**config.mk**
```make
export PLATFORM = sky130hd
export DESIGN_NAME = hbr_div
export DESIGN_NICKNAME = d
export VERILOG_FILES = /design/src/design/hbr_pkg.sv /design/src/design/hbr_div.sv
export SDC_FILE = /design/constraint.sdc
export NUM_CORES = 2
export LEC_CHECK = 0
export BUFFER_PORTS_ARGS = -buffer_cell sky130_fd_sc_hd__buf_2
export CORE_UTILIZATION = 65
export CTS_BUF_LIST = sky130_fd_sc_hd__clkbuf_8
export DETAILED_ROUTE_END_ITERATION = 10
export GPL_ROUTABILITY_DRIVEN = 0
export GPL_TIMING_DRIVEN = 0
export PLACE_DENSITY = 0.82
export SETUP_SLACK_MARGIN = 0.15
export SLEW_MARGIN = 5
export SYNTH_ARGS = -nofsm -noshare
export SYNTH_HDL_FRONTEND = slang
export SYNTH_SLANG_ARGS = --single-unit
```
**constraint.sdc**
```tcl
create_clock -name clk -period 5 [get_ports clk]
set_input_delay 0.75 -clock clk [delete_from_list [all_inputs] [get_ports clk]]
set_output_delay 0.75 -clock clk [all_outputs]
set_load 0.02 [all_outputs]
```
**src/design/hbr_pkg.sv**
```systemverilog
// Shared types and codes of the HSV brightness reduction block.
package hbr_pkg;

    localparam int NUM_LANES = 2;
    localparam int BYTE_W    = 8;

    localparam logic [1:0] SEL_R = 2'd0;
    localparam logic [1:0] SEL_G = 2'd1;
    localparam logic [1:0] SEL_B = 2'd2;

    typedef struct packed {
        logic       black;
        logic       grey;
        logic       neg;
        logic [1:0] sel;
        logic [7:0] mx;
    } hbr_side_t;

endpackage

```
**src/design/hbr_div.sv**
```systemverilog
// Pipelined restoring divider over parallel lanes, one quotient bit per stage.
module hbr_div #(
    parameter int FRAC_BITS = 16
) (
    input  logic                  clk,
    input  logic                  rst_n,
    input  logic                  in_valid,
    input  logic [7:0]            dvd [hbr_pkg::NUM_LANES],
    input  logic [7:0]            dsr [hbr_pkg::NUM_LANES],
    input  hbr_pkg::hbr_side_t    in_side,
    output logic                  out_valid,
    output logic [FRAC_BITS:0]    quo [hbr_pkg::NUM_LANES],
    output hbr_pkg::hbr_side_t    out_side
);
    import hbr_pkg::*;

    localparam int W = FRAC_BITS + BYTE_W;

    logic              valid_reg [W+1];
    hbr_side_t         side_reg  [W+1];
    logic [W-1:0]      dq_reg    [W+1][NUM_LANES];
    logic [7:0]        rem_reg   [W+1][NUM_LANES];
    logic [7:0]        dsr_reg   [W+1][NUM_LANES];

    always_ff @(posedge clk or negedge rst_n)
    begin
        if (!rst_n)
        begin
            valid_reg[0] <= 1'b0;
        end
        else
        begin
            valid_reg[0] <= in_valid;
        end
    end

    always_ff @(posedge clk)
    begin
        side_reg[0] <= in_side;
        for (int l = 0; l < NUM_LANES; l++)
        begin
            dq_reg[0][l]  <= {dvd[l], {FRAC_BITS{1'b0}}};
            rem_reg[0][l] <= '0;
            dsr_reg[0][l] <= dsr[l];
        end
    end

    for (genvar i = 0; i < W; i++)
    begin : g_stage
        logic [W-1:0] dq_next  [NUM_LANES];
        logic [7:0]   rem_next [NUM_LANES];

        always_comb
        begin
            logic [8:0] tmp;
            logic       ge;
            for (int l = 0; l < NUM_LANES; l++)
            begin
                tmp         = {rem_reg[i][l], dq_reg[i][l][W-1]};
                ge          = (tmp >= {1'b0, dsr_reg[i][l]});
                rem_next[l] = ge ? 8'(tmp - {1'b0, dsr_reg[i][l]}) : tmp[7:0];
                dq_next[l]  = {dq_reg[i][l][W-2:0], ge};
            end
        end

        always_ff @(posedge clk or negedge rst_n)
        begin
            if (!rst_n)
            begin
                valid_reg[i+1] <= 1'b0;
            end
            else
            begin
                valid_reg[i+1] <= valid_reg[i];
            end
        end

        always_ff @(posedge clk)
        begin
            side_reg[i+1] <= side_reg[i];
            for (int l = 0; l < NUM_LANES; l++)
            begin
                dq_reg[i+1][l]  <= dq_next[l];
                rem_reg[i+1][l] <= rem_next[l];
                dsr_reg[i+1][l] <= dsr_reg[i][l];
            end
        end
    end

    assign out_valid = valid_reg[W];
    assign out_side  = side_reg[W];

    always_comb
    begin
        for (int l = 0; l < NUM_LANES; l++)
        begin
            quo[l] = dq_reg[W][l][FRAC_BITS:0];
        end
    end

endmodule

```
=== Yosys cells after proc, flatten, opt, wreduce, memory -nomap -nowiden ===
Memory sizes are Yosys's and may differ from the RTL's.
Cells that the tools add are included.

* Flip-flop bits (word level): 25
* Bits in writable memories: 2325
* Output and inout bits: 48
* Logic and storage cells: 173
* Memories: 4

{| class="wikitable"
|+ Memory list
! memory !! depth !! width !! read ports !! clocked after memory_dff !! write ports !! line !! source
|-
| dq_reg || 25 || 48 || 25 || 0 || 25 || hbr_div.sv:21 || <nowiki>logic [W-1:0] dq_reg [W+1][NUM_LANES];</nowiki>
|-
| dsr_reg || 25 || 16 || 24 || 0 || 25 || hbr_div.sv:23 || <nowiki>logic [7:0] dsr_reg [W+1][NUM_LANES];</nowiki>
|-
| rem_reg || 25 || 16 || 24 || 0 || 25 || hbr_div.sv:22 || <nowiki>logic [7:0] rem_reg [W+1][NUM_LANES];</nowiki>
|-
| side_reg || 25 || 13 || 25 || 0 || 25 || hbr_div.sv:20 || <nowiki>hbr_side_t side_reg [W+1];</nowiki>
|}

* $add $sub $neg: 48
* Magnitude comparators: 48
* Multiplexer cells: 48

{| class="wikitable"
|+ Operators with widths
! operator !! count
|-
| $ge 9x8->1 || 48
|-
| $mux 8 || 48
|-
| $sub 8x8->8 || 48
|}

=== Longest topological paths before layout ===
* Depth after elaboration: 2
* Depth in mapped cells: 9

=== Worst setup path after synthesis ===
Ideal clock, no wire load.

* Kind: register -> register
* From: memory dsr_reg[2][25] in the netlist's numbering
* To: memory rem_reg[2][42] in the netlist's numbering
* Library setup time: 121 ps
* Arrival: 1968 ps
* Required time: 4879 ps
* Slack: 2911 ps
* Stages on the path, launching flop included: 10
* Path buffers: 1
* Cell sequence: dfxtp_1 > inv_1 > ha_1 > ha_1 > a21o_1 > a21o_1 > a211oi_1 > o211a_1 > buf_4 > mux2_2

{| class="wikitable"
|+ RTL lines
! what !! line
|-
| start, declared || hbr_div.sv:23
|-
| end, declared || hbr_div.sv:22
|}

==> impl_metrics.yaml <==
timing:
  min_period_over_period_pct: 47.5
  clock-skew-final_ns: 0.0747
  hold_ws_ns: 0.278
  period_minus_slack_ns: 2.38
  fmaxAchievable_ghz: 0.421
  timing.max_slew.rel_slack_pct: 57.9
  hold_viol: 0
  finalMaxSlewViolations: 0
  finalSetupTns_ns: 0
  worst-slew-pin-transition_ns: 0.625
  grt_setup_unrepaired: "no"
  setup_viol: 0
cells_and_area:
  finalCoreUtilization_pct: 74.8
  finish.cell_count_without_fillers: 6013
  multiInputGateArea_um2: 19300
  number_of_fill_cells_in_the_layout: 5226
  largest_reg_flops: 384
  final_net_count: 5264
  post_route_cells_drive_above_1_share_pct: 13.8
  layout-area-overhead-vs-synth_pct: 13.6
  regArea_um2: 29800
power_and_ir_drop:
  switching_part_of_the_total_power_pct: 31.1
  leakagePower_uw: 0.0267
  internal_power_uw: 25700
  power.share.combinational_pct: 31.3
  power_frac_clock_pct: 26.4
  power.share.sequential_pct: 42.3
  worst_ir_drop_vdd_v: 0.000412
  power.switching_uw: 11600
  power.density_cell_area_nw_per_um2: 644
flow_run:
  timing.max_cap.violations: 0
floorplanning:
  die_width_um: 282
  std_cell_rows: 102
  core-area_um2: 77600
  fp.dieH_um: 282
  floorplan.die_area_um2: 79700
  floorplan.initialDensity_pct: 65.8
  ioPinCount: 96
detailed_routing:
  met2RoutedLength_um: 42800
  drt_pre_antenna_iters: 5
  detail_route.iter0.violations: 1206
  met1_length_um: 34900
  avgViaCountPerCell: 5.17
  route.antenna.remaining_nets: 0
  maxUsedRoutingLayer: "met4"
  drc_errors_left: 0
  routed_wl_um: 82500
  routed-wl-met3_um: 2790
  drt-wirelength-per-cell_um: 13.7
  via_count: 31100
yosys:
  yosys_most_used_dff: "sky130_fd_sc_hd__dfxtp_1"
  yosysTopAreaCellShare_pct: 57.0
  netlist_top_cells_count: "1,455 x sky130_fd_sc_hd__dfxtp_1, 492 x sky130_fd_sc_hd__inv_1, 370 x sky130_fd_sc_hd__ha_1"
  asyncSetResetFlopFracSynth_pct: 1.69
  ys_types: 64
  synth-edff-count: 0
  postSynthNetCount: 4907
  seq_area_frac_synth_pct: 58.3
  netlist_instances: 4445
  synth_most_common_cell: "sky130_fd_sc_hd__dfxtp_1"
  syn-cell-area_um2: 51100
  most_area_consuming_cells_after_synthesis: "sky130_fd_sc_hd__dfxtp_1 57%, sky130_fd_sc_hd__ha_1 9.1%, sky130_fd_sc_hd__mux2_2 4.1%"
  synth_warnings: 0
  synth_largest_area_cell: "sky130_fd_sc_hd__dfxtp_1"
  ys_seq_elements: 1480
  synth_area_per_cell_um2: 11.5
clock_network:
  clk_pin_slew_worst_paths_ns: 0.06
  htreeDepth: 4
  postCtsResizedCells: 0
  clockRootBuffer: "sky130_fd_sc_hd__clkbuf_8"
  cts_num_sinks: 1480
  max-clock-path-buffers: 3
  cts_setup_buffers: 0
  cts_made_buffers: 213
  clock_latency_late_sink_ns: 0.88
  tritoncts: "built"
global_route:
  number_of_antenna_violations_at_the_first_check_in_global_routing: 1
  grt_first_pass_wirelength_um: 140000
  grt_pass1_vias: 31800
  track_usage_pct: 21.2
  grt-ovfl-total: 0
  maximum_number_of_pins_on_one_net_before_global_route_repair: 26
placed_design:
  dp_cells: 5580
  hpwl_dp_um: 58100
  place.port_buffers: 95
outcome:
  outcome: "completed"
worst_setup_path:
  critPathKind: "reg2reg"
  critical_path_required_ns: 5.70
  timing.critical_path.to_type: "flip-flop"
  timing.critical_path.fanout_max: 5
  critPathArrivalTime_ns: 3.08
  startpoint_type: "flip-flop"
hold_path:
  hold_path_class: "reg2reg"
## layout by cell type (no fill, tap or decap), types with 24 or more instances in the layout
cell                            Yosys  routed
sky130_fd_sc_hd__a211oi_1          45      45
sky130_fd_sc_hd__a21o_1            82      82
sky130_fd_sc_hd__a21oi_1          175     175
sky130_fd_sc_hd__a311o_1           27      27
sky130_fd_sc_hd__a31oi_1           37      37
sky130_fd_sc_hd__and2_1            35      35
sky130_fd_sc_hd__and3_1            36      36
sky130_fd_sc_hd__buf_2             14     109
sky130_fd_sc_hd__clkbuf_1          24      24
sky130_fd_sc_hd__clkbuf_8           0     266
sky130_fd_sc_hd__clkinv_2           0      25
sky130_fd_sc_hd__dfrtp_1           25      25
sky130_fd_sc_hd__dfxtp_1         1455    1455
sky130_fd_sc_hd__dlygate4sd3_1      0      47
sky130_fd_sc_hd__fa_1              44      44
sky130_fd_sc_hd__ha_1             370     370
sky130_fd_sc_hd__inv_1            492     558
sky130_fd_sc_hd__mux2_2           184     184
sky130_fd_sc_hd__mux2i_1           44      44
sky130_fd_sc_hd__nand2_1          118     118
sky130_fd_sc_hd__nand2b_1          43      43
sky130_fd_sc_hd__nand3_1           89      89
sky130_fd_sc_hd__nor2_1           232     232
sky130_fd_sc_hd__nor2b_1           84      84
sky130_fd_sc_hd__nor3_1            63      63
sky130_fd_sc_hd__nor3b_1           30      30
sky130_fd_sc_hd__nor4_1            45      45
sky130_fd_sc_hd__o21a_1            94      94
sky130_fd_sc_hd__o21ai_0          134     134
sky130_fd_sc_hd__o31a_1            38      38
sky130_fd_sc_hd__or3_1             25      25
sky130_fd_sc_hd__xnor2_1           97      97
sky130_fd_sc_hd__xor2_1            39      39
## logic make-up after synthesis
| kind of cell | Yosys count | share of synthesized area (%) |
|---|---|---|
| adder cells (fa/ha/maj) | 414 | 10.8 |
| flip-flops | 1480 | 58.3 |
| XOR/XNOR | 136 | 2.33 |
| AND/OR/NAND/NOR | 839 | 8.30 |
| multiplexers | 228 | 4.92 |
| AO/OA/AOI/OAI | 816 | 11.5 |
| buffers and inverters | 532 | 3.95 |
## critical path: stages, from the launching register on
cell	delay [ns]
sky130_fd_sc_hd__dfxtp_1	0.37
sky130_fd_sc_hd__inv_1	0.06
sky130_fd_sc_hd__ha_1	0.28
sky130_fd_sc_hd__ha_1	0.22
sky130_fd_sc_hd__or2_2	0.30
sky130_fd_sc_hd__o21bai_1	0.20
sky130_fd_sc_hd__a21o_1	0.18
sky130_fd_sc_hd__and3_2	0.26
sky130_fd_sc_hd__inv_2	0.11
sky130_fd_sc_hd__mux2_2	0.29
## power by group through the flow
stage | logic [uW] | clock network [uW] | registers (uW)
finish | 11700 | 9850 | 15800
global route | 13100 | 10700 | 16100
CTS | 11700 | 10200 | 15800
detailed placement | 11500 | 0 | 16000
global placement | 11100 | 0 | 16000
floorplan | 9290 | 0 | 15800
## metal layers
metal / vias up / GRT usage, %
met5: - / 0
met4: 0 / 8.12
met3: 179 / 4.34
met2: 488 / 39.6
met1: 14500 / 23.4
li1: 16000 / -
## worst paths after layout
path | start | end | slack, ns | cells after the start
max | dsr_reg[1][121] | rem_reg[2][12] | 2.62 | 9
min | dq_reg[17][27] | dq_reg[18][28] | 0.28 | 0
max reg2reg | dsr_reg[1][121] | rem_reg[2][12] | 2.62 | 9
min reg2reg | dq_reg[17][27] | dq_reg[18][28] | 0.28 | 0
max in group asynchronous | rst_n | valid_reg[13] | 4.18 | 2
min in group asynchronous | rst_n | valid_reg[14] | 0.44 | 2
## per-stage QoR
stage	power [uW]	setup slack (ns)	area [um^2]
after detailed placement	27500	2.67	52900
after global placement	27100	2.71	52900
final	37300	2.62	58000
after global routing	39900	2.53	58000
after CTS	37600	2.62	58000
after floorplan	25100	2.91	51100
## repair_timing
| item | CTS | global route |
|---|---|---|
| hold buffers | 47 | 0 |
| endpoints found under the hold margin | 71 | 0 |
| endpoints found under the setup margin | 0 | 0 |
## area by class of cell
cell class	instances	area share, %
Tap cell	1040	2.24
Timing Repair Buffer	142	1.63
Inverter	493	3.19
Sequential cell	1480	51.3
Buffer	39	0.289
Clock buffer	266	6.31
Multi-Input combinational cell	2433	33.3
Clock inverter	119	1.75
Antenna cell	1	0.00431
(Power assumes the default switching activity.)
